`src/cfqe_pkg.sv`:
```
// ----------------------------------------------------------------------------
// cfqe_pkg: shared types and constants for the CSV field quoting encoder
// Character codes, the field descriptor passed from front to back, the
// descriptor queue status and the output sequencer state type.
// ----------------------------------------------------------------------------
`default_nettype none

package cfqe_pkg;

  // Default buffer capacity in characters; the supported range is 1 to 31.
  localparam int FIELD_MAX_DEF = 16;

  // The fill count covers the whole supported capacity range.
  localparam int CNT_W = 5;

  localparam logic [7:0] CH_QUOTE = 8'h22;
  localparam logic [7:0] CH_COMMA = 8'h2C;
  localparam logic [7:0] CH_CR    = 8'h0D;
  localparam logic [7:0] CH_LF    = 8'h0A;

  // One closed field waiting to be encoded.
  typedef struct packed {
    logic [CNT_W-1:0] cnt;
    logic             nq;
    logic             ovf;
    logic             rend;
  } cfqe_desc_t;

  // Descriptor queue status. The bank bits select the buffer half.
  typedef struct packed {
    logic full;
    logic empty;
    logic wr_bank;
    logic rd_bank;
  } cfqe_qstat_t;

  typedef enum logic [3:0] {
    S_IDLE,
    S_OQUOTE,
    S_READ,
    S_EMIT,
    S_EMIT2,
    S_CQUOTE,
    S_CR,
    S_LF,
    S_COMMA
  } cfqe_state_t;

  function automatic logic is_special(input logic [7:0] c);
    return (c == CH_QUOTE) || (c == CH_COMMA) || (c == CH_CR) || (c == CH_LF);
  endfunction

endpackage

`default_nettype wire

```
`src/cfqe_ram.sv`:
```
// ----------------------------------------------------------------------------
// cfqe_ram: generic simple dual-port RAM
// One write port and one read port with registered read data.
// ----------------------------------------------------------------------------
`default_nettype none

module cfqe_ram #(
  parameter int WIDTH = 8,
  parameter int DEPTH = 32
) (
  input  wire logic                     clk,
  input  wire logic                     we,
  input  wire logic [$clog2(DEPTH)-1:0] waddr,
  input  wire logic [WIDTH-1:0]         wdata,
  input  wire logic                     re,
  input  wire logic [$clog2(DEPTH)-1:0] raddr,
  output      logic [WIDTH-1:0]         rdata
);

  logic [WIDTH-1:0] mem [DEPTH];

  always_ff @(posedge clk) begin
    if (we) begin
      mem[waddr] <= wdata;
    end
    if (re) begin
      rdata <= mem[raddr];
    end
  end

endmodule

`default_nettype wire

```
`src/cfqe_front.sv`:
```
// ----------------------------------------------------------------------------
// cfqe_front: input side of the encoder
// Stores field characters into the current buffer half, tracks quoting and
// overflow, and queues a descriptor when a field closes.
// ----------------------------------------------------------------------------
`default_nettype none

module cfqe_front #(
  parameter int FIELD_MAX = cfqe_pkg::FIELD_MAX_DEF,
  parameter int ADDR_W    = 5
) (
  input  wire logic                     clk,
  input  wire logic                     rst_n,
  input  wire logic                     in_valid,
  output      logic                     in_stall,
  input  wire logic [7:0]               in_data_byte,
  input  wire logic                     in_byte_present,
  input  wire logic                     in_field_end,
  input  wire logic                     in_record_end,
  input  wire cfqe_pkg::cfqe_qstat_t    qstat,
  output      logic                     ram_we,
  output      logic [ADDR_W-1:0]        ram_waddr,
  output      logic [7:0]               ram_wdata,
  output      logic                     push,
  output      cfqe_pkg::cfqe_desc_t     push_desc
);

  import cfqe_pkg::*;

  localparam int IDX_W = ADDR_W - 1;

  logic [CNT_W-1:0] cnt_r, cnt_nxt;
  logic             nq_r, nq_nxt;
  logic             ovf_r, ovf_nxt;
  logic             acc;
  logic             room;
  logic [CNT_W-1:0] cnt_upd;
  logic             nq_upd;
  logic             ovf_upd;

  // A full queue means both buffer halves are owned by the back end.
  assign in_stall = qstat.full;
  assign acc      = in_valid && !qstat.full;
  assign room     = cnt_r < CNT_W'(FIELD_MAX);

  assign ram_we    = acc && in_byte_present && room;
  assign ram_waddr = {qstat.wr_bank, cnt_r[IDX_W-1:0]};
  assign ram_wdata = in_data_byte;

  always_comb begin
    cnt_upd = cnt_r;
    nq_upd  = nq_r;
    ovf_upd = ovf_r;
    if (in_byte_present) begin
      if (room) begin
        cnt_upd = cnt_r + CNT_W'(1);
        nq_upd  = nq_r || is_special(in_data_byte);
      end else begin
        ovf_upd = 1'b1;
      end
    end
  end

  assign push           = acc && in_field_end;
  assign push_desc.cnt  = cnt_upd;
  assign push_desc.nq   = nq_upd;
  assign push_desc.ovf  = ovf_upd;
  assign push_desc.rend = in_record_end;

  always_comb begin
    cnt_nxt = cnt_r;
    nq_nxt  = nq_r;
    ovf_nxt = ovf_r;
    if (acc) begin
      if (in_field_end) begin
        cnt_nxt = '0;
        nq_nxt  = 1'b0;
        ovf_nxt = 1'b0;
      end else begin
        cnt_nxt = cnt_upd;
        nq_nxt  = nq_upd;
        ovf_nxt = ovf_upd;
      end
    end
  end

  always_ff @(posedge clk) begin
    if (!rst_n) begin
      cnt_r <= '0;
      nq_r  <= 1'b0;
      ovf_r <= 1'b0;
    end else begin
      cnt_r <= cnt_nxt;
      nq_r  <= nq_nxt;
      ovf_r <= ovf_nxt;
    end
  end

endmodule

`default_nettype wire

```
`src/cfqe_queue.sv`:
```
// ----------------------------------------------------------------------------
// cfqe_queue: two-entry descriptor queue
// Each entry owns one half of the field buffer; the pointers double as the
// bank selects.
// ----------------------------------------------------------------------------
`default_nettype none

module cfqe_queue (
  input  wire logic                  clk,
  input  wire logic                  rst_n,
  input  wire logic                  push,
  input  wire cfqe_pkg::cfqe_desc_t  push_desc,
  input  wire logic                  pop,
  output      cfqe_pkg::cfqe_desc_t  head,
  output      cfqe_pkg::cfqe_qstat_t qstat
);

  import cfqe_pkg::*;

  cfqe_desc_t entry_r [2];
  logic       wp_r, wp_nxt;
  logic       rp_r, rp_nxt;
  logic [1:0] cnt_r, cnt_nxt;

  assign head          = entry_r[rp_r];
  assign qstat.full    = cnt_r == 2'd2;
  assign qstat.empty   = cnt_r == 2'd0;
  assign qstat.wr_bank = wp_r;
  assign qstat.rd_bank = rp_r;

  always_comb begin
    wp_nxt  = push ? !wp_r : wp_r;
    rp_nxt  = pop ? !rp_r : rp_r;
    cnt_nxt = cnt_r;
    if (push && !pop) begin
      cnt_nxt = cnt_r + 2'd1;
    end else if (pop && !push) begin
      cnt_nxt = cnt_r - 2'd1;
    end
  end

  always_ff @(posedge clk) begin
    if (push) begin
      entry_r[wp_r] <= push_desc;
    end
  end

  always_ff @(posedge clk) begin
    if (!rst_n) begin
      wp_r  <= 1'b0;
      rp_r  <= 1'b0;
      cnt_r <= 2'd0;
    end else begin
      wp_r  <= wp_nxt;
      rp_r  <= rp_nxt;
      cnt_r <= cnt_nxt;
    end
  end

endmodule

`default_nettype wire

```
`src/cfqe_back.sv`:
```
// ----------------------------------------------------------------------------
// cfqe_back: output sequencer of the encoder
// Walks the head field of the queue and emits its encoded bytes through an
// output register.
// ----------------------------------------------------------------------------
`default_nettype none

module cfqe_back #(
  parameter int ADDR_W = 5
) (
  input  wire logic                  clk,
  input  wire logic                  rst_n,
  input  wire cfqe_pkg::cfqe_desc_t  head,
  input  wire cfqe_pkg::cfqe_qstat_t qstat,
  output      logic                  pop,
  output      logic                  ram_re,
  output      logic [ADDR_W-1:0]     ram_raddr,
  input  wire logic [7:0]            ram_rdata,
  output      logic                  out_valid,
  input  wire logic                  out_stall,
  output      logic [7:0]            out_byte,
  output      logic                  out_run_last,
  output      logic                  out_truncated
);

  import cfqe_pkg::*;

  localparam int IDX_W = ADDR_W - 1;

  cfqe_state_t      state_r, state_nxt;
  logic [CNT_W-1:0] idx_r, idx_nxt;
  logic             ovalid_r, ovalid_nxt;
  logic [7:0]       obyte_r;
  logic             olast_r;
  logic             otrunc_r;

  logic             ld;
  logic             emit;
  logic [7:0]       emit_byte;
  logic             emit_last;
  logic             idx_inc;
  logic             more;
  logic             dup;

  // The output register can take a byte when empty or being drained.
  assign ld   = !ovalid_r || !out_stall;
  assign more = idx_r < head.cnt;
  assign dup  = head.nq && (ram_rdata == CH_QUOTE);

  assign ram_raddr = {qstat.rd_bank, idx_r[IDX_W-1:0]};

  // Next state.
  always_comb begin
    state_nxt = state_r;
    case (state_r)
      S_IDLE: begin
        if (!qstat.empty) begin
          state_nxt = head.nq ? S_OQUOTE : S_READ;
        end
      end
      S_OQUOTE: begin
        if (ld) begin
          state_nxt = S_READ;
        end
      end
      S_READ: begin
        if (more) begin
          state_nxt = S_EMIT;
        end else if (head.nq) begin
          state_nxt = S_CQUOTE;
        end else begin
          state_nxt = head.rend ? S_CR : S_COMMA;
        end
      end
      S_EMIT: begin
        if (ld) begin
          state_nxt = dup ? S_EMIT2 : S_READ;
        end
      end
      S_EMIT2: begin
        if (ld) begin
          state_nxt = S_READ;
        end
      end
      S_CQUOTE: begin
        if (ld) begin
          state_nxt = head.rend ? S_CR : S_COMMA;
        end
      end
      S_CR: begin
        if (ld) begin
          state_nxt = S_LF;
        end
      end
      S_LF, S_COMMA: begin
        if (ld) begin
          state_nxt = S_IDLE;
        end
      end
      default: begin
        state_nxt = S_IDLE;
      end
    endcase
  end

  // Outputs of the sequencer.
  always_comb begin
    emit      = 1'b0;
    emit_byte = CH_QUOTE;
    emit_last = 1'b0;
    idx_inc   = 1'b0;
    ram_re    = 1'b0;
    pop       = 1'b0;
    case (state_r)
      S_OQUOTE, S_CQUOTE: begin
        emit = ld;
      end
      S_READ: begin
        ram_re = more;
      end
      S_EMIT: begin
        emit      = ld;
        emit_byte = dup ? CH_QUOTE : ram_rdata;
        idx_inc   = ld && !dup;
      end
      S_EMIT2: begin
        emit      = ld;
        emit_byte = ram_rdata;
        idx_inc   = ld;
      end
      S_CR: begin
        emit      = ld;
        emit_byte = CH_CR;
      end
      S_LF: begin
        emit      = ld;
        emit_byte = CH_LF;
        emit_last = 1'b1;
        pop       = ld;
      end
      S_COMMA: begin
        emit      = ld;
        emit_byte = CH_COMMA;
        emit_last = 1'b1;
        pop       = ld;
      end
      default: begin
        emit = 1'b0;
      end
    endcase
  end

  always_comb begin
    idx_nxt = idx_r;
    if (pop) begin
      idx_nxt = '0;
    end else if (idx_inc) begin
      idx_nxt = idx_r + CNT_W'(1);
    end
    ovalid_nxt = emit ? 1'b1 : (ovalid_r && out_stall);
  end

  always_ff @(posedge clk) begin
    if (emit) begin
      obyte_r  <= emit_byte;
      olast_r  <= emit_last;
      otrunc_r <= head.ovf;
    end
  end

  always_ff @(posedge clk) begin
    if (!rst_n) begin
      state_r  <= S_IDLE;
      idx_r    <= '0;
      ovalid_r <= 1'b0;
    end else begin
      state_r  <= state_nxt;
      idx_r    <= idx_nxt;
      ovalid_r <= ovalid_nxt;
    end
  end

  assign out_valid     = ovalid_r;
  assign out_byte      = obyte_r;
  assign out_run_last  = olast_r;
  assign out_truncated = otrunc_r;

endmodule

`default_nettype wire

```
`src/csv_field_quoting_encoder.sv`:
```
// ----------------------------------------------------------------------------
// csv_field_quoting_encoder: CSV field escaping encoder
// Buffers the characters of a field and emits it as escaped CSV text.
// ----------------------------------------------------------------------------
// Each input transfer carries at most one character of the current field; a
// transfer with field end set closes the field, and the block then emits the
// encoded field as a run of byte transfers: an opening quote, the characters
// with every double quote written twice, and a closing quote when the field
// holds a quote, comma, CR or LF, otherwise the characters unchanged, followed
// by a comma or by CR LF at the end of a record. The last byte of a run is
// marked, and every byte of a run carries the truncation flag when characters
// beyond FIELD_MAX were dropped. Input characters are taken one per cycle while
// in_stall is low. For each stored character the output sequencer first reads
// the buffer and then emits the byte, and a doubled quote is emitted as two
// bytes; a run begins with a start step, a read step finds the characters used
// up, and each framing byte has its own step; this read-then-emit step of the
// output sequencer sets the throughput. The field buffer has two halves, so one
// field can be collected while the previous one is being emitted; input is
// stalled only while both halves hold closed fields. There is no reset clearing
// pass: only characters written for a field are ever read back.
// ----------------------------------------------------------------------------
`default_nettype none

module csv_field_quoting_encoder #(
  parameter int FIELD_MAX = cfqe_pkg::FIELD_MAX_DEF
) (
  input  wire logic       clk,
  input  wire logic       rst_n,
  input  wire logic       in_valid,
  output      logic       in_stall,
  input  wire logic [7:0] in_data_byte,
  input  wire logic       in_byte_present,
  input  wire logic       in_field_end,
  input  wire logic       in_record_end,
  output      logic       out_valid,
  input  wire logic       out_stall,
  output      logic [7:0] out_byte,
  output      logic       out_run_last,
  output      logic       out_truncated
);

  import cfqe_pkg::*;

  // One buffer half per queue entry; the bank bit tops the address.
  localparam int IDX_W  = (FIELD_MAX > 1) ? $clog2(FIELD_MAX) : 1;
  localparam int ADDR_W = IDX_W + 1;
  localparam int DEPTH  = 2 << IDX_W;

  cfqe_qstat_t       qstat;
  cfqe_desc_t        push_desc;
  cfqe_desc_t        head;
  logic              push;
  logic              pop;
  logic              ram_we;
  logic [ADDR_W-1:0] ram_waddr;
  logic [7:0]        ram_wdata;
  logic              ram_re;
  logic [ADDR_W-1:0] ram_raddr;
  logic [7:0]        ram_rdata;

  // The front stores characters and queues a descriptor per closed field.
  cfqe_front #(
    .FIELD_MAX (FIELD_MAX),
    .ADDR_W    (ADDR_W)
  ) u_front (
    .clk             (clk),
    .rst_n           (rst_n),
    .in_valid        (in_valid),
    .in_stall        (in_stall),
    .in_data_byte    (in_data_byte),
    .in_byte_present (in_byte_present),
    .in_field_end    (in_field_end),
    .in_record_end   (in_record_end),
    .qstat           (qstat),
    .ram_we          (ram_we),
    .ram_waddr       (ram_waddr),
    .ram_wdata       (ram_wdata),
    .push            (push),
    .push_desc       (push_desc)
  );

  cfqe_queue u_queue (
    .clk       (clk),
    .rst_n     (rst_n),
    .push      (push),
    .push_desc (push_desc),
    .pop       (pop),
    .head      (head),
    .qstat     (qstat)
  );

  cfqe_ram #(
    .WIDTH (8),
    .DEPTH (DEPTH)
  ) u_buf (
    .clk   (clk),
    .we    (ram_we),
    .waddr (ram_waddr),
    .wdata (ram_wdata),
    .re    (ram_re),
    .raddr (ram_raddr),
    .rdata (ram_rdata)
  );

  // The back end releases a buffer half when the run's last byte is loaded.
  cfqe_back #(
    .ADDR_W (ADDR_W)
  ) u_back (
    .clk           (clk),
    .rst_n         (rst_n),
    .head          (head),
    .qstat         (qstat),
    .pop           (pop),
    .ram_re        (ram_re),
    .ram_raddr     (ram_raddr),
    .ram_rdata     (ram_rdata),
    .out_valid     (out_valid),
    .out_stall     (out_stall),
    .out_byte      (out_byte),
    .out_run_last  (out_run_last),
    .out_truncated (out_truncated)
  );

endmodule

`default_nettype wire
```
`config.mk`:
```
export PLATFORM = sky130hd
export DESIGN_NAME = csv_field_quoting_encoder
export DESIGN_NICKNAME = d
export VERILOG_FILES = /design/src/cfqe_pkg.sv /design/src/cfqe_ram.sv /design/src/cfqe_front.sv /design/src/cfqe_queue.sv /design/src/cfqe_back.sv /design/src/csv_field_quoting_encoder.sv
export SDC_FILE = /design/constraint.sdc
export NUM_CORES = 1
export LEC_CHECK = 0
export ABC_CLOCK_PERIOD_IN_PS = 3400
export BUFFER_PORTS_ARGS = -buffer_cell sky130_fd_sc_hd__clkbuf_2
export CAP_MARGIN = 20
export CELL_PAD_IN_SITES_DETAIL_PLACEMENT = 1
export CELL_PAD_IN_SITES_GLOBAL_PLACEMENT = 1
export CORE_MARGIN = 2
export CORE_UTILIZATION = 55
export CTS_BUF_LIST = sky130_fd_sc_hd__clkbuf_4 sky130_fd_sc_hd__clkbuf_8 sky130_fd_sc_hd__clkbuf_16
export DETAILED_ROUTE_END_ITERATION = 7
export PLACE_DENSITY_LB_ADDON = 0.1
export SKIP_LAST_GASP = 1
export SLEW_MARGIN = 10
export SYNTH_ARGS = -nofsm -noshare
export SYNTH_HDL_FRONTEND = slang
export SYNTH_HIERARCHICAL = 1
export SYNTH_SLANG_ARGS = --single-unit
```
`constraint.sdc`:
```
create_clock -name clk -period 3.4 [get_ports clk]
set_input_delay 0.17 -clock clk [delete_from_list [all_inputs] [get_ports clk]]
set_output_delay 0.17 -clock clk [all_outputs]
set_load 0.005 [all_outputs]
```
# [Yosys cells after proc, flatten, opt, wreduce, memory -nomap -nowiden]
# Memory sizes are Yosys's and may differ from the RTL's. A register that Yosys moved wholly into a read port is not among the register bits.
# Cells that the tools add are included.
[totals] mem_count=2 inputBits=15 output_inout_bits=12 wordCells=108 latchBits=0 mem_bits_ro=0 mem_bits_rw=272 ff_bits=31
[op_classes] reduce_logical=30 shifts=0 add_sub_neg=4 eq_ne=20 multipliers=0 mux=37 bitwise_logic=1 div=0 magnitude_cmp=2
[memory_table] memory="u_buf.mem" depth=32 word_bits=8 read_ports=1 rd_clocked_by_memory_dff=1 write_ports=1 line_no="cfqe_ram.sv:20" rtl="logic [WIDTH-1:0] mem [DEPTH];"
[memory_table] memory="u_queue.entry_r" depth=2 word_bits=8 read_ports=1 rd_clocked_by_memory_dff=1 write_ports=1 line_no="cfqe_queue.sv:20" rtl="cfqe_desc_t entry_r [2];"
[ops] cell="one-hot mux 8 bit (5 select lines)" n=1
[ops] cell="2-to-1 mux 4 bit" n=9
[ops] cell="one-hot mux 4 bit (7 select lines)" n=1
[ops] cell="== test 8 x 6 -> 1 bit, second input constant" n=3
[ops] cell="2-to-1 mux 1 bit" n=17
[ops] cell="== test 4 x 3 -> 1 bit, second input constant" n=4
[ops] cell="== test 8 x 4 -> 1 bit, second input constant" n=2
[ops] cell="2-to-1 mux 5 bit" n=3
[ops] cell="adder 5 x 1 -> 5 bit, second input constant" n=2
[ops] cell="!= test 2 x 1 -> 1 bit, second input constant" n=5
[ops] cell="logical AND 1 bit" n=9
[ops] cell="== test 4 x 2 -> 1 bit, second input constant" n=2
[ops] cell="logical NOT 1 bit" n=8
[ops] cell="2-to-1 mux 8 bit" n=1
[ops] cell="OR reduction 7 bit" n=1
[ops] cell="2-to-1 mux 2 bit" n=3
[ops] cell="AND reduction 6 bit" n=1
[ops] cell="OR reduction 2 bit" n=3
[ops] cell="logical OR 1 bit" n=5
[ops] cell="less-than comparator 5 bit" n=1
[ops] cell="less-than comparator 5 bit, second input constant" n=1
[ops] cell="== test 4 x 1 -> 1 bit, second input constant" n=1
[ops] cell="== test 4 bit, second input constant" n=1
[ops] cell="logical NOT 4 bit" n=1
[ops] cell="9 further kinds" n=9

# [Longest topological paths before layout]
# Gate-level depths: netlist of the first run.
[logic_depth] depth_word=8 ltp_mapped=9

# [By module]
# The synthesis of the first run kept the hierarchy.
[modules_own_cells] module="cfqe_ram" area_each_um2=10133.5 instances=1 cells_each=417
[modules_own_cells] module="cfqe_back" area_each_um2=1353.8 instances=1 cells_each=155
[modules_own_cells] module="cfqe_queue" area_each_um2=809.5 instances=1 cells_each=49
[modules_own_cells] module="cfqe_front" area_each_um2=570.5 instances=1 cells_each=71

# [Least setup slack after synthesis of the first run]
# No wires, ideal clock.
[synth_timing] path_kind="register to register" start="register u_back.idx_r[2]" end="register u_buf.rdata[0] (read register of u_buf.mem), data pin" n_path_buf=3 setup_time_ps=260 required_ps=3140 path_stages_with_launch=7 t_arrival_ps=2168 setup_slack_ps=972 path_cell_list="dfxtp_1 > buf_4 > clkbuf_1 > clkbuf_1 > mux4_2 > mux4_2 > mux2_2"
[synth_between] elab_chain_len=2
[synth_rtl] item="start: declaration" line_no="cfqe_back.sv:31" rtl="logic [CNT_W-1:0] idx_r, idx_nxt;"
[synth_rtl] item="start signal: assignment" line_no="cfqe_back.sv:178" rtl="idx_r <= idx_nxt;"
[synth_rtl] item="less-than comparator 5 bit" line_no="cfqe_back.sv:47" rtl="assign more = idx_r < head.cnt;"
[synth_rtl] item="2-to-1 mux 1 bit" line_no="cfqe_back.sv:114" rtl="case (state_r)"
[synth_rtl] item="end: declaration" line_no="cfqe_ram.sv:17" rtl="output logic [WIDTH-1:0] rdata"
# Several ways; a longest one is shown, not always the timed one.
# A chain may end at the register's enable or synchronous reset.

# [Final worst setup path of the first run]
[layout_timing] start="register u_queue.cnt_r[0]" end="memory u_buf.mem[28][1], enable pin"
[layout_between] elab_chain_len=7
[layout_rtl] item="start: declaration" line_no="cfqe_queue.sv:23" rtl="logic [1:0] cnt_r, cnt_nxt;"
[layout_rtl] item="start signal: assignment" line_no="cfqe_queue.sv:56" rtl="cnt_r <= cnt_nxt;"
[layout_rtl] item="== test 2 bit" line_no="cfqe_queue.sv:26" rtl="assign qstat.full = cnt_r == 2'd2;"
[layout_rtl] item="logical NOT 1 bit" line_no="cfqe_front.sv:43" rtl="assign acc = in_valid && !qstat.full;"
[layout_rtl] item="logical AND 1 bit" line_no="cfqe_front.sv:43"
[layout_rtl] item="logical AND 1 bit (2 in a row)" line_no="cfqe_front.sv:46" rtl="assign ram_we = acc && in_byte_present && room;"
[layout_rtl] item="via ram_we" line_no="csv_field_quoting_encoder.sv:54" rtl="logic ram_we;"
[layout_rtl] item="2-to-1 mux 1 bit" line_no="cfqe_ram.sv:23" rtl="if (we) begin"
[layout_rtl] item="2-to-1 mux 1 bit (implied by the code)" line_no="cfqe_ram.sv:24" rtl="mem[waddr] <= wdata;"
[layout_rtl] item="end: declaration" line_no="cfqe_ram.sv:20"
# The timed path passes the listed nets, and every way through them passes these cells.

==> results of run 1 <==
==> final timing paths <==
check / from / end / depth (start not counted)
worst min register to register: u_front/ovf_r$_SDFFE_PN0P_ / u_front/ovf_r$_SDFFE_PN0P_ / 2
worst max register to register: u_queue/cnt_r[0]$_SDFFE_PN0P_ / u_buf/mem[28][1]$_DFFE_PP_ / 5
worst min-delay path: in_valid / u_front/cnt_r[3]$_SDFFE_PN0P_ / 4
worst max-delay path: u_queue/cnt_r[0]$_SDFFE_PN0P_ / u_buf/mem[28][1]$_DFFE_PP_ / 5
==> cell type report <==
class | instances | area (sq um) | area share [%]
clock buffer | 37 | 821 | 5.68
clock inverter | 21 | 229 | 1.58
antenna | 2 | 5.00 | 0.0346
timing repair buffer | 64 | 460 | 3.19
tap | 313 | 392 | 2.71
sequential | 312 | 9150 | 63.3
inverter | 12 | 45.0 | 0.312
multi-input combinational | 316 | 3350 | 23.2
==> kinds of logic after synthesis <==
| family | after synthesis | share of synthesized area [%] |
|---|---|---|
| AOI/OAI and AO/OA | 57 | 3.11 |
| xor gates and xnor gates | 10 | 0.681 |
| adders and majority gates | 7 | 0.681 |
| buffers and inverters | 64 | 2.86 |
| DFF | 312 | 71.1 |
| muxes | 100 | 15.7 |
| and+or+nand+nor | 142 | 5.85 |
==> layer usage <==
layer	routed length [um]	GRT usage, %
met2	15200	43.1
met4	969	8.69
met5	12	0
met1	12600	35.3
met3	1750	4.98
==> through the flow <==
stage / total power [W] / cells / hold slack, ns / area, sq um
after floorplan: 0.00472 / 692 / 0.288 / 12900
after global placement: 0.00489 / 1014 / 0.363 / 13400
after detailed placement: 0.00491 / 1014 / 0.378 / 13400
after CTS: 0.00840 / 1075 / 0.0396 / 14500
after global routing: 0.00857 / 1075 / 0.0959 / 14500
final: 0.00833 / 1077 / 0.0736 / 14500
==> critical path, delay by kind of cell, from the launching register on <==
kind	cells	cell delay (ns)
flops	1	0.40
simple gates	5	2.05
==> sequential cells by signal (all words and copies together) (netlist names), named ones only <==
| register | cells |
|---|---|
| u_front/nq_r | 1 |
| u_queue/rp_r | 1 |
| u_queue/entry_r | 16 |
| u_buf/rdata | 8 |
| u_back/idx_r | 5 |
| u_buf/mem | 256 |
| u_back/out_valid | 1 |
| u_queue/wp_r | 1 |
| u_front/ovf_r | 1 |
| u_front/cnt_r | 5 |
| u_back/out_byte | 8 |
| u_queue/cnt_r | 2 |
| u_back/out_truncated | 1 |
| u_back/state_r | 4 |
| u_back/out_run_last | 1 |
==> power groups by stage <==
stage	clock, W	sequential [W]	combinational [W]
2_1_floorplan	0	0.00438	0.000338
3_3_place_gp	0	0.00443	0.000461
3_5_place_dp	0	0.00443	0.000479
4_1_cts	0.00356	0.00435	0.000486
5_1_grt	0.00369	0.00436	0.000525
6_report	0.00350	0.00435	0.000482
==> cells in the final DEF (no fill, tap or decap), types with 6 or more instances in the layout <==
master,netlist,routed
sky130_fd_sc_hd__nor2b_1,7,7
sky130_fd_sc_hd__nand2b_1,6,6
sky130_fd_sc_hd__clkinv_2,0,8
sky130_fd_sc_hd__inv_1,12,12
sky130_fd_sc_hd__buf_4,31,32
sky130_fd_sc_hd__edfxtp_1,290,290
sky130_fd_sc_hd__dfxtp_1,22,20
sky130_fd_sc_hd__a21oi_1,9,9
sky130_fd_sc_hd__nand3_1,7,7
sky130_fd_sc_hd__and2_1,7,7
sky130_fd_sc_hd__nor2_1,57,57
sky130_fd_sc_hd__clkbuf_4,0,6
sky130_fd_sc_hd__nand3b_1,7,7
sky130_fd_sc_hd__clkbuf_2,0,26
sky130_fd_sc_hd__clkinv_1,0,6
sky130_fd_sc_hd__mux4_2,80,80
sky130_fd_sc_hd__nand2_1,15,15
sky130_fd_sc_hd__o21ai_0,9,9
sky130_fd_sc_hd__clkbuf_16,0,31
sky130_fd_sc_hd__ha_1,7,7
sky130_fd_sc_hd__mux2_2,16,16
==> results.txt, run 1 <==
- TritonCTS Sinks: 312
- Post-synthesis register bit count: 312
- FP Rows: 55
* Wire length of the first global-routing pass: 45900 um
- Counting distinct cell types in the post-synthesis netlist gives 58.
* Nets: 759
- After legalization and detailed placement, the total HPWL measured 19500 um.
- Net switching is 21.2% of the power.
- In this run the worst path has a maximum fanout of 8.
- Across every metal layer, demand over resource in global routing totals 26.0%.
- H-tree level count: 1
- Final Core Density: 63.5%
* Critical setup path kind: register to register
* Vias: 6716
* Layout area overhead: 12.3%
- Before CTS, the worst setup slack after placement is 0.591 ns.
- IO Port Bufs: 26
- IO Count: 27
* CP Capture Type: register
- Sorting the synthesized cells by area gives the leading types as sky130_fd_sc_hd__edfxtp_1 (68%), sky130_fd_sc_hd__mux4_2 (14%), sky130_fd_sc_hd__dfxtp_1 (3.4%).
- GR Overflow Total: 0
* Post-synth top cells: sky130_fd_sc_hd__edfxtp_1 (290), sky130_fd_sc_hd__mux4_2 (80), sky130_fd_sc_hd__nor2_1 (57)
- The synthesized design contains 290 enable-type register cells.
- Dividing the detail-routed wire length by the instance count gives 28.3 um.
- Final critical delay including setup and external delays: 2.82 ns
* Resize count post-CTS: 0
- Fraction of final layout cells sized beyond drive strength 1: 29.1%
* Max Clock Freq: 0.354 GHz
- The worst setup path is launched from a register.
- Share of async-settable or async-resettable flops after synthesis: 0%
- Worst setup skew after layout: 0.0173 ns
* Core footprint: 22800 sq um
* Largest vdd supply drop: 0.493 mV
- At the pin with the least slew margin, the transition time is 0.963 ns.
* 1st-iter DRT viols: 674
- Vias in the first global route: 7022
- Using the TritonRoute via totals, the vias-per-cell ratio works out to 6.24.
- The signal on the critical path passes through and2b_2 > nand2b_1 > nor2_1 > or3b_2 > nor2_1.
* Area enclosed by the die boundary: 24600 sq um
- Pre-antenna DRT Iters: 5
- Final cycle utilization of the critical path: 83.1%
* Setup TNS after final layout: 0 ns
- The total count of max-transition violations in the final report was 0.
- Data arrives at the worst endpoint at 3.01 ns.
- At the worst endpoint, the required time is 3.59 ns.
- Setup slack after layout: 0.575 ns
* Buffers from clock root to sink, at most: 3
* Most common flop cell mapped by yosys: sky130_fd_sc_hd__edfxtp_1
* Synth Warn #: 6
* Clock insertion delay at the later pin of the skew report: 0.57 ns
- The share of total power dissipated in combinational logic is 5.8%.
- Sequential cells burn 52.2% of the power.
- When the netlist entered floorplanning its net count stood at 714.
* RD Place Congestion: 0.788
- TritonCTS built the clock tree.
- Sequential elements use 71.1% of the synthesized area.
- After filler insertion, the fill cell instance count of the layout stands at 1916.
* Min-Delay Path Class: input pin to register
- Internal portion of total power: 0.00656 W
- Slowest stage cell, crit path: sky130_fd_sc_hd__nor2_1
* Count leader, synth: sky130_fd_sc_hd__edfxtp_1
- Die width: 157 um
* Fraction of power consumed by the clock network: 42.0%
- Initial antenna violation count: 3
- Portion of synthesized cell area occupied by the leading cell type: 67.7%
- Max-capacitance violation count: 0
- Maximum number of pins on one net before global-route repair: 55
- For this block, the routed nets add up to 30500 um of wire.
* Unrepaired setup endpoints after global routing: no
- Count of final setup violators: 0
- Netlist area before placement: 12900 sq um
- Hold-fix buffer count after cts: 3
- After clock tree synthesis, the clock-pin slew on the worst setup and hold paths is 0.06 ns.
* R2R setup slack: 0.58 ns
* Dominant cell type by area after synthesis: sky130_fd_sc_hd__edfxtp_1
- Cell seen most often among critical-path stages: sky130_fd_sc_hd__nor2_1
* NetSw: 0.00177 W
- Status: complete, no violations
- The number of setup buffers added after CTS is 0.
* PwrDens: 576 nW/um^2
- Final Hold Vio Count: 0
- Residual DRC: 0
- In this run the vertical extent of the chip is 157 um.
- Leakage power: 4.65 nW
- The root buffer cell chosen for the clock tree is sky130_fd_sc_hd__clkbuf_16.
* Initial core utilization: 56.5%
- Synthesized area per cell: 18.6 sq um
- For this run, the slowest stage of the critical path takes 0.70 ns.
- TritonCTS created 31 clock buffers.
- In this run the remaining antenna-violating nets after routing total 0.
- Worst relative slew slack: 35.7%
* Syn Inst Count: 692
No activity file was read; power rests on OpenSTA's default activity.
==> inputs of run 2 (changes only) <==
--- a/config.mk
+++ b/config.mk
@@ -5,13 +5,14 @@
 export SDC_FILE = /design/constraint.sdc
 export NUM_CORES = 1
 export LEC_CHECK = 0
-export ABC_CLOCK_PERIOD_IN_PS = 3400
+export ABC_AREA = 1
+export ABC_CLOCK_PERIOD_IN_PS = 2900
 export BUFFER_PORTS_ARGS = -buffer_cell sky130_fd_sc_hd__clkbuf_2
 export CAP_MARGIN = 20
 export CELL_PAD_IN_SITES_DETAIL_PLACEMENT = 1
 export CELL_PAD_IN_SITES_GLOBAL_PLACEMENT = 1
 export CORE_MARGIN = 2
-export CORE_UTILIZATION = 55
+export CORE_UTILIZATION = 51
 export CTS_BUF_LIST = sky130_fd_sc_hd__clkbuf_4 sky130_fd_sc_hd__clkbuf_8 sky130_fd_sc_hd__clkbuf_16
 export DETAILED_ROUTE_END_ITERATION = 7
 export PLACE_DENSITY_LB_ADDON = 0.1
==> constraint.sdc (replaced) <==
create_clock -name clk -period 2.9 [get_ports clk]
set_input_delay 0.145 -clock clk [delete_from_list [all_inputs] [get_ports clk]]
set_output_delay 0.145 -clock clk [all_outputs]
set_load 0.005 [all_outputs]
==> run 2 against run 1 <==
  * Count of clock-buffer cells in the layout is 6 higher
  * Combinational power up 130%
  * Area after synthesis up 5.5%
  * The run now ends with DRC left
  * Highest routed layer is now met4
  * Critical endpoint is now u_buf/mem[16][1]$_DFFE_PP_
  * Maximum frequency grew 20%
  * Clock skew shrank 0.0091 ns
==> results.txt, run 2 <==
- Status: finished with violations (was complete, no violations).
- Violated checks: DRC
* IO Count: 27 (unchanged)
* Final cycle utilization of the critical path: 81.0% (was 83.1%)
- The flip-flop cell with the highest count after synthesis is sky130_fd_sc_hd__edfxtp_1 (unchanged).
- Post-synth top cells: sky130_fd_sc_hd__nand2_1 (432), sky130_fd_sc_hd__edfxtp_1 (290), sky130_fd_sc_hd__nand3_1 (221) (was sky130_fd_sc_hd__edfxtp_1 (290), sky130_fd_sc_hd__mux4_2 (80), sky130_fd_sc_hd__nor2_1 (57))
- Diode insertion count for antenna repair: 0 (was 2)
- Top cells by area in the synthesized netlist: sky130_fd_sc_hd__edfxtp_1 (64%), sky130_fd_sc_hd__nand2_1 (12%), sky130_fd_sc_hd__nand3_1 (8.1%) (was sky130_fd_sc_hd__edfxtp_1 (68%), sky130_fd_sc_hd__mux4_2 (14%), sky130_fd_sc_hd__dfxtp_1 (3.4%))
- Max Clock Freq: 0.426 GHz (was 0.354 GHz)
- The routability congestion estimate from global placement came to 0.803 (was 0.788).
- Most flops, register: u_buf/mem (unchanged)
- The number of max-cap violations was 0 (unchanged).
- The slew at the pin with the worst max-slew slack came to 0.684 ns (was 0.963 ns).
* Wire length per cell after detailed routing: 20.9 um (was 28.3 um)
- Core footprint: 26100 sq um (was 22800 sq um)
- TritonCTS Sinks: 312 (unchanged)
- The starting utilization of the core area came to 51.9% (was 56.5%).
- The internal power contribution was 0.00790 W (was 0.00656 W).
* CP Capture Type: register (unchanged)
* Remaining antenna violation count after routing: 0 (unchanged)
* Sequential-to-total area share from yosys stat: 67.4% (was 71.1%)
* GR Overflow Total: 0 (unchanged)
* Number of max-slew violations in the final report: 0 (unchanged)
- The type of the worst min-delay path was input pin to register (unchanged).
- The worst hold slack after final layout was 0.0773 ns (was 0.0736 ns).
- The relative contribution of the clock network to total power came to 40.3% (was 42.0%).
- Critical setup path kind: register to register (unchanged)
- Kind of start point of the critical path: register (unchanged)
- The sink of the worst hold path is u_front/cnt_r[0]$_SDFFE_PN0P_ (was u_front/cnt_r[3]$_SDFFE_PN0P_).
* NetSw: 0.00258 W (was 0.00177 W)
- Count of flip-flops with a built-in enable after synthesis: 290 (unchanged)
- The H-tree depth reported by CTS was 2 (was 1).
- Share of async-settable or async-resettable flops after synthesis: 0% (unchanged)
- Dominant cell type by area after synthesis: sky130_fd_sc_hd__edfxtp_1 (unchanged)
- Residual DRC: 3 (was 0)
* Worst hold start: in_valid (unchanged)
- Unrepaired setup endpoints after global routing: no (unchanged).
- Buffers from clock root to sink, at most: 3 (unchanged)
* Pre-antenna DRT Iters: 7 (was 5)
- The number of antenna violations at the first check in global routing is 0 (was 3).
- The clock-pin slew on the worst setup and hold paths was 0.06 ns (about the same).
- Switching portion of total power: 24.6% (was 21.2%)
- The overall die height was 167 um (was 157 um).
* Depth of the worst register-to-register path: 7 (was 5)
* Cell at the root of the clock tree: sky130_fd_sc_hd__clkbuf_16 (unchanged)
- Flip-flop count of the largest register after layout: 256 (unchanged)
- Crit path arrival time: 2.57 ns (was 3.01 ns)
- The worst reg2reg path startpoint is u_queue/cnt_r[0]$_SDFFE_PN0P_ (unchanged).
- The combinational group share of total power is 10.8% (was 5.8%).
- PwrDens: 691 nW/um^2 (was 576 nW/um^2)
* Synth Warn #: 6 (unchanged)
* Vias in the first global route: 9754 (was 7022)
- Top Registers: u_buf/mem x256, u_queue/entry_r x16 (unchanged).
- Fraction of final layout cells sized beyond drive strength 1: 12.8% (was 29.1%)
- The full die area was 27900 sq um (was 24600 sq um).
- The wire length of the first global-routing pass came to 55100 um (was 45900 um).
- Routed wire length: 34700 um (was 30500 um)
* Clock tree from TritonCTS: built (unchanged)
* Synthesized area per cell: 10.9 sq um (was 18.6 sq um)
- The largest fanout on the critical path was 10 (was 8).
* Net count of the mapped netlist: 1273 (was 714)
- Netlist area before placement: 13600 sq um (was 12900 sq um)
* Clock insertion delay at the later pin of the skew report: 0.51 ns (was 0.57 ns)
* Post-CTS Setup Inserts: 0 (unchanged)
- The worst IR drop on VDD came to 0.524 mV (was 0.493 mV).
* Cells on Worst Hold Path: 4 (unchanged)
- Leakage power: 5.83 nW (was 4.65 nW)
- Count leader, synth: sky130_fd_sc_hd__nand2_1 (was sky130_fd_sc_hd__edfxtp_1)
- Setup TNS after final layout: 0 ns (unchanged)
- Critical path required time: 3.12 ns (was 3.59 ns)
- Nets: 1322 (was 759)
- The number of fill cells in the layout is 2801 (was 1916).
- Vias per cell: 5.48 (was 6.24)
- Final critical delay including setup and external delays: 2.35 ns (was 2.82 ns)
* IO Port Bufs: 26 (unchanged)
- R2R setup slack: 0.55 ns (was 0.58 ns)
- The number of placed instances with taps included was 1592 (was 1014).
* Portion of synthesized cell area occupied by the leading cell type: 64.2% (was 67.7%)
- Total design power: 0.0105 W (was 0.00833 W)
- Count of final setup violators: 0 (unchanged)
* Layout area overhead: 11.8% (was 12.3%)
- The part of the total power dissipated in sequential elements came to 48.9% (was 52.2%).
* Syn Inst Count: 1251 (was 692)
* R2r endpoint: u_buf/mem[16][1]$_DFFE_PP_ (was u_buf/mem[28][1]$_DFFE_PP_)
* HPWL after DPL: 21600 um (was 19500 um)
* Final Core Density: 58.1% (was 63.5%)
- The final hold violation count came to 0 (unchanged).
- Most common library cell in the layout ignoring fill and taps: sky130_fd_sc_hd__nand2_1 (was sky130_fd_sc_hd__edfxtp_1)
- The number of synthesized register bits is 312 (unchanged).
- Worst relative slew slack: 54.2% (was 35.7%)
* Global router's overall resource usage: 25.7% (was 26.0%)
- The unique cell type count in the Yosys netlist came to 35 (was 58).
* Final std cells w/o fill: 1659 (was 1077)
* Resize count post-CTS: 0 (unchanged)
- Most used cells in the layout excluding fill and tap cells: sky130_fd_sc_hd__nand2_1 (432), sky130_fd_sc_hd__edfxtp_1 (290), sky130_fd_sc_hd__nand3_1 (221) (was sky130_fd_sc_hd__edfxtp_1 (290), sky130_fd_sc_hd__mux4_2 (80), sky130_fd_sc_hd__nor2_1 (57))
* TritonCTS Buffers: 34 (was 31)
- The horizontal extent of the die was 167 um (was 157 um).
* 1st-iter DRT viols: 735 (was 674)
* FP Rows: 59 (was 55)
- Vias: 9092 (was 6716)
- The pin count of the biggest net entering global routing was 129 (was 55).
- The setup clock skew after layout came to 0.00817 ns (was 0.0173 ns).
## run 2: changes by cell type after synthesis, moves of 8 or more
| cell | change |
|---|---|
| sky130_fd_sc_hd__a21oi_1 | +10 |
| sky130_fd_sc_hd__buf_2 | +13 |
| sky130_fd_sc_hd__buf_6 | +23 |
| sky130_fd_sc_hd__inv_1 | +45 |
| sky130_fd_sc_hd__mux2_2 | -8 |
| sky130_fd_sc_hd__mux4_2 | -80 |
| sky130_fd_sc_hd__nand2_1 | +417 |
| sky130_fd_sc_hd__nand3_1 | +214 |
| sky130_fd_sc_hd__nor2_1 | +12 |
## run 2: worst max path at each step
stage / depth (start not counted) / slack, ns / from / endpoint
after floorplan: 7 / 1.0 / register / u_buf/rdata[0]$_DFFE_PP_
after global placement: 7 / 0.66 / u_queue/cnt_r[0]$_SDFFE_PN0P_ / u_buf/mem[16][6]$_DFFE_PP_
after detailed placement: 7 / 0.60 / u_queue/cnt_r[0]$_SDFFE_PN0P_ / u_buf/mem[16][2]$_DFFE_PP_
after CTS: 7 / 0.59 / u_queue/cnt_r[0]$_SDFFE_PN0P_ / u_buf/mem[16][1]$_DFFE_PP_
after global routing: 7 / 0.40 / u_queue/cnt_r[0]$_SDFFE_PN0P_ / u_buf/mem[28][4]$_DFFE_PP_
final: 7 / 0.55 / u_queue/cnt_r[0]$_SDFFE_PN0P_ / u_buf/mem[16][1]$_DFFE_PP_
## run 2: layout make-up
| class | count | area (sq um) | share of cell area (%) |
|---|---|---|---|
| flip-flops and latches | 312 | 9150 | 60.3 |
| multi-input cells | 797 | 3580 | 23.6 |
| clock buffers | 43 | 971 | 6.40 |
| repair buffers | 92 | 686 | 4.52 |
| well taps | 335 | 419 | 2.76 |
| inverters | 63 | 238 | 1.57 |
| clock inverters | 17 | 128 | 0.841 |
## run 2: routing by layer
metal / global-route usage, % / vias up / wire [um] / part of all wire (%)
met5: 0 / - / 0 / 0
met2: 42.4 / 252 / 16600 / 48
li1: - / 4328 / - / -
met1: 35.9 / 4450 / 15500 / 45
met3: 3.52 / 62 / 1810 / 5.2
met4: 8.09 / 0 / 858 / 2.5
## run 2: power by group through the flow
stage	combinational, W	clock, W	sequential [W]
after CTS	0.00114	0.00429	0.00513
after floorplan	0.000877	0	0.00516
after detailed placement	0.00112	0	0.00522
after global routing	0.00127	0.00447	0.00514
after global placement	0.00110	0	0.00522
final	0.00113	0.00422	0.00513
## run 2: worst max-delay path: stages, from the launching register on
cell	delay, ns
sky130_fd_sc_hd__dfxtp_1	0.42
sky130_fd_sc_hd__nor2_1	0.10
sky130_fd_sc_hd__inv_1	0.07
sky130_fd_sc_hd__nand2_2	0.13
sky130_fd_sc_hd__nor2_1	0.29
sky130_fd_sc_hd__nand3_1	0.53
sky130_fd_sc_hd__nor2_1	0.34
sky130_fd_sc_hd__buf_4	0.19
## run 2: cells by family (layout without fill, tap and decap cells)
group | count (synthesis) | in the layout | synth area share [%]
XOR/XNOR | 6 | 6 | 0.443
adder cells (fa/ha/maj) | 7 | 7 | 0.645
multiplexers | 8 | 8 | 0.664
AND/OR/NAND/NOR | 740 | 740 | 23.1
AO/OA/AOI/OAI | 36 | 36 | 1.53
buffers and inverters | 142 | 215 | 6.21
flip-flops | 312 | 312 | 67.4
## run 2: repair_timing
| action | CTS | global route |
|---|---|---|
| hold endpoints to repair | 12 | 0 |
| hold buffers | 6 | 0 |
| endpoints found under the setup margin | 0 | 0 |
## run 2: metrics by stage
step / cell area, sq um / setup slack [ns]
floorplan: 13600 / 0.996
detailed placement: 14000 / 0.603
global placement: 14000 / 0.664
CTS: 15200 / 0.585
finish: 15200 / 0.550
global route: 15200 / 0.397
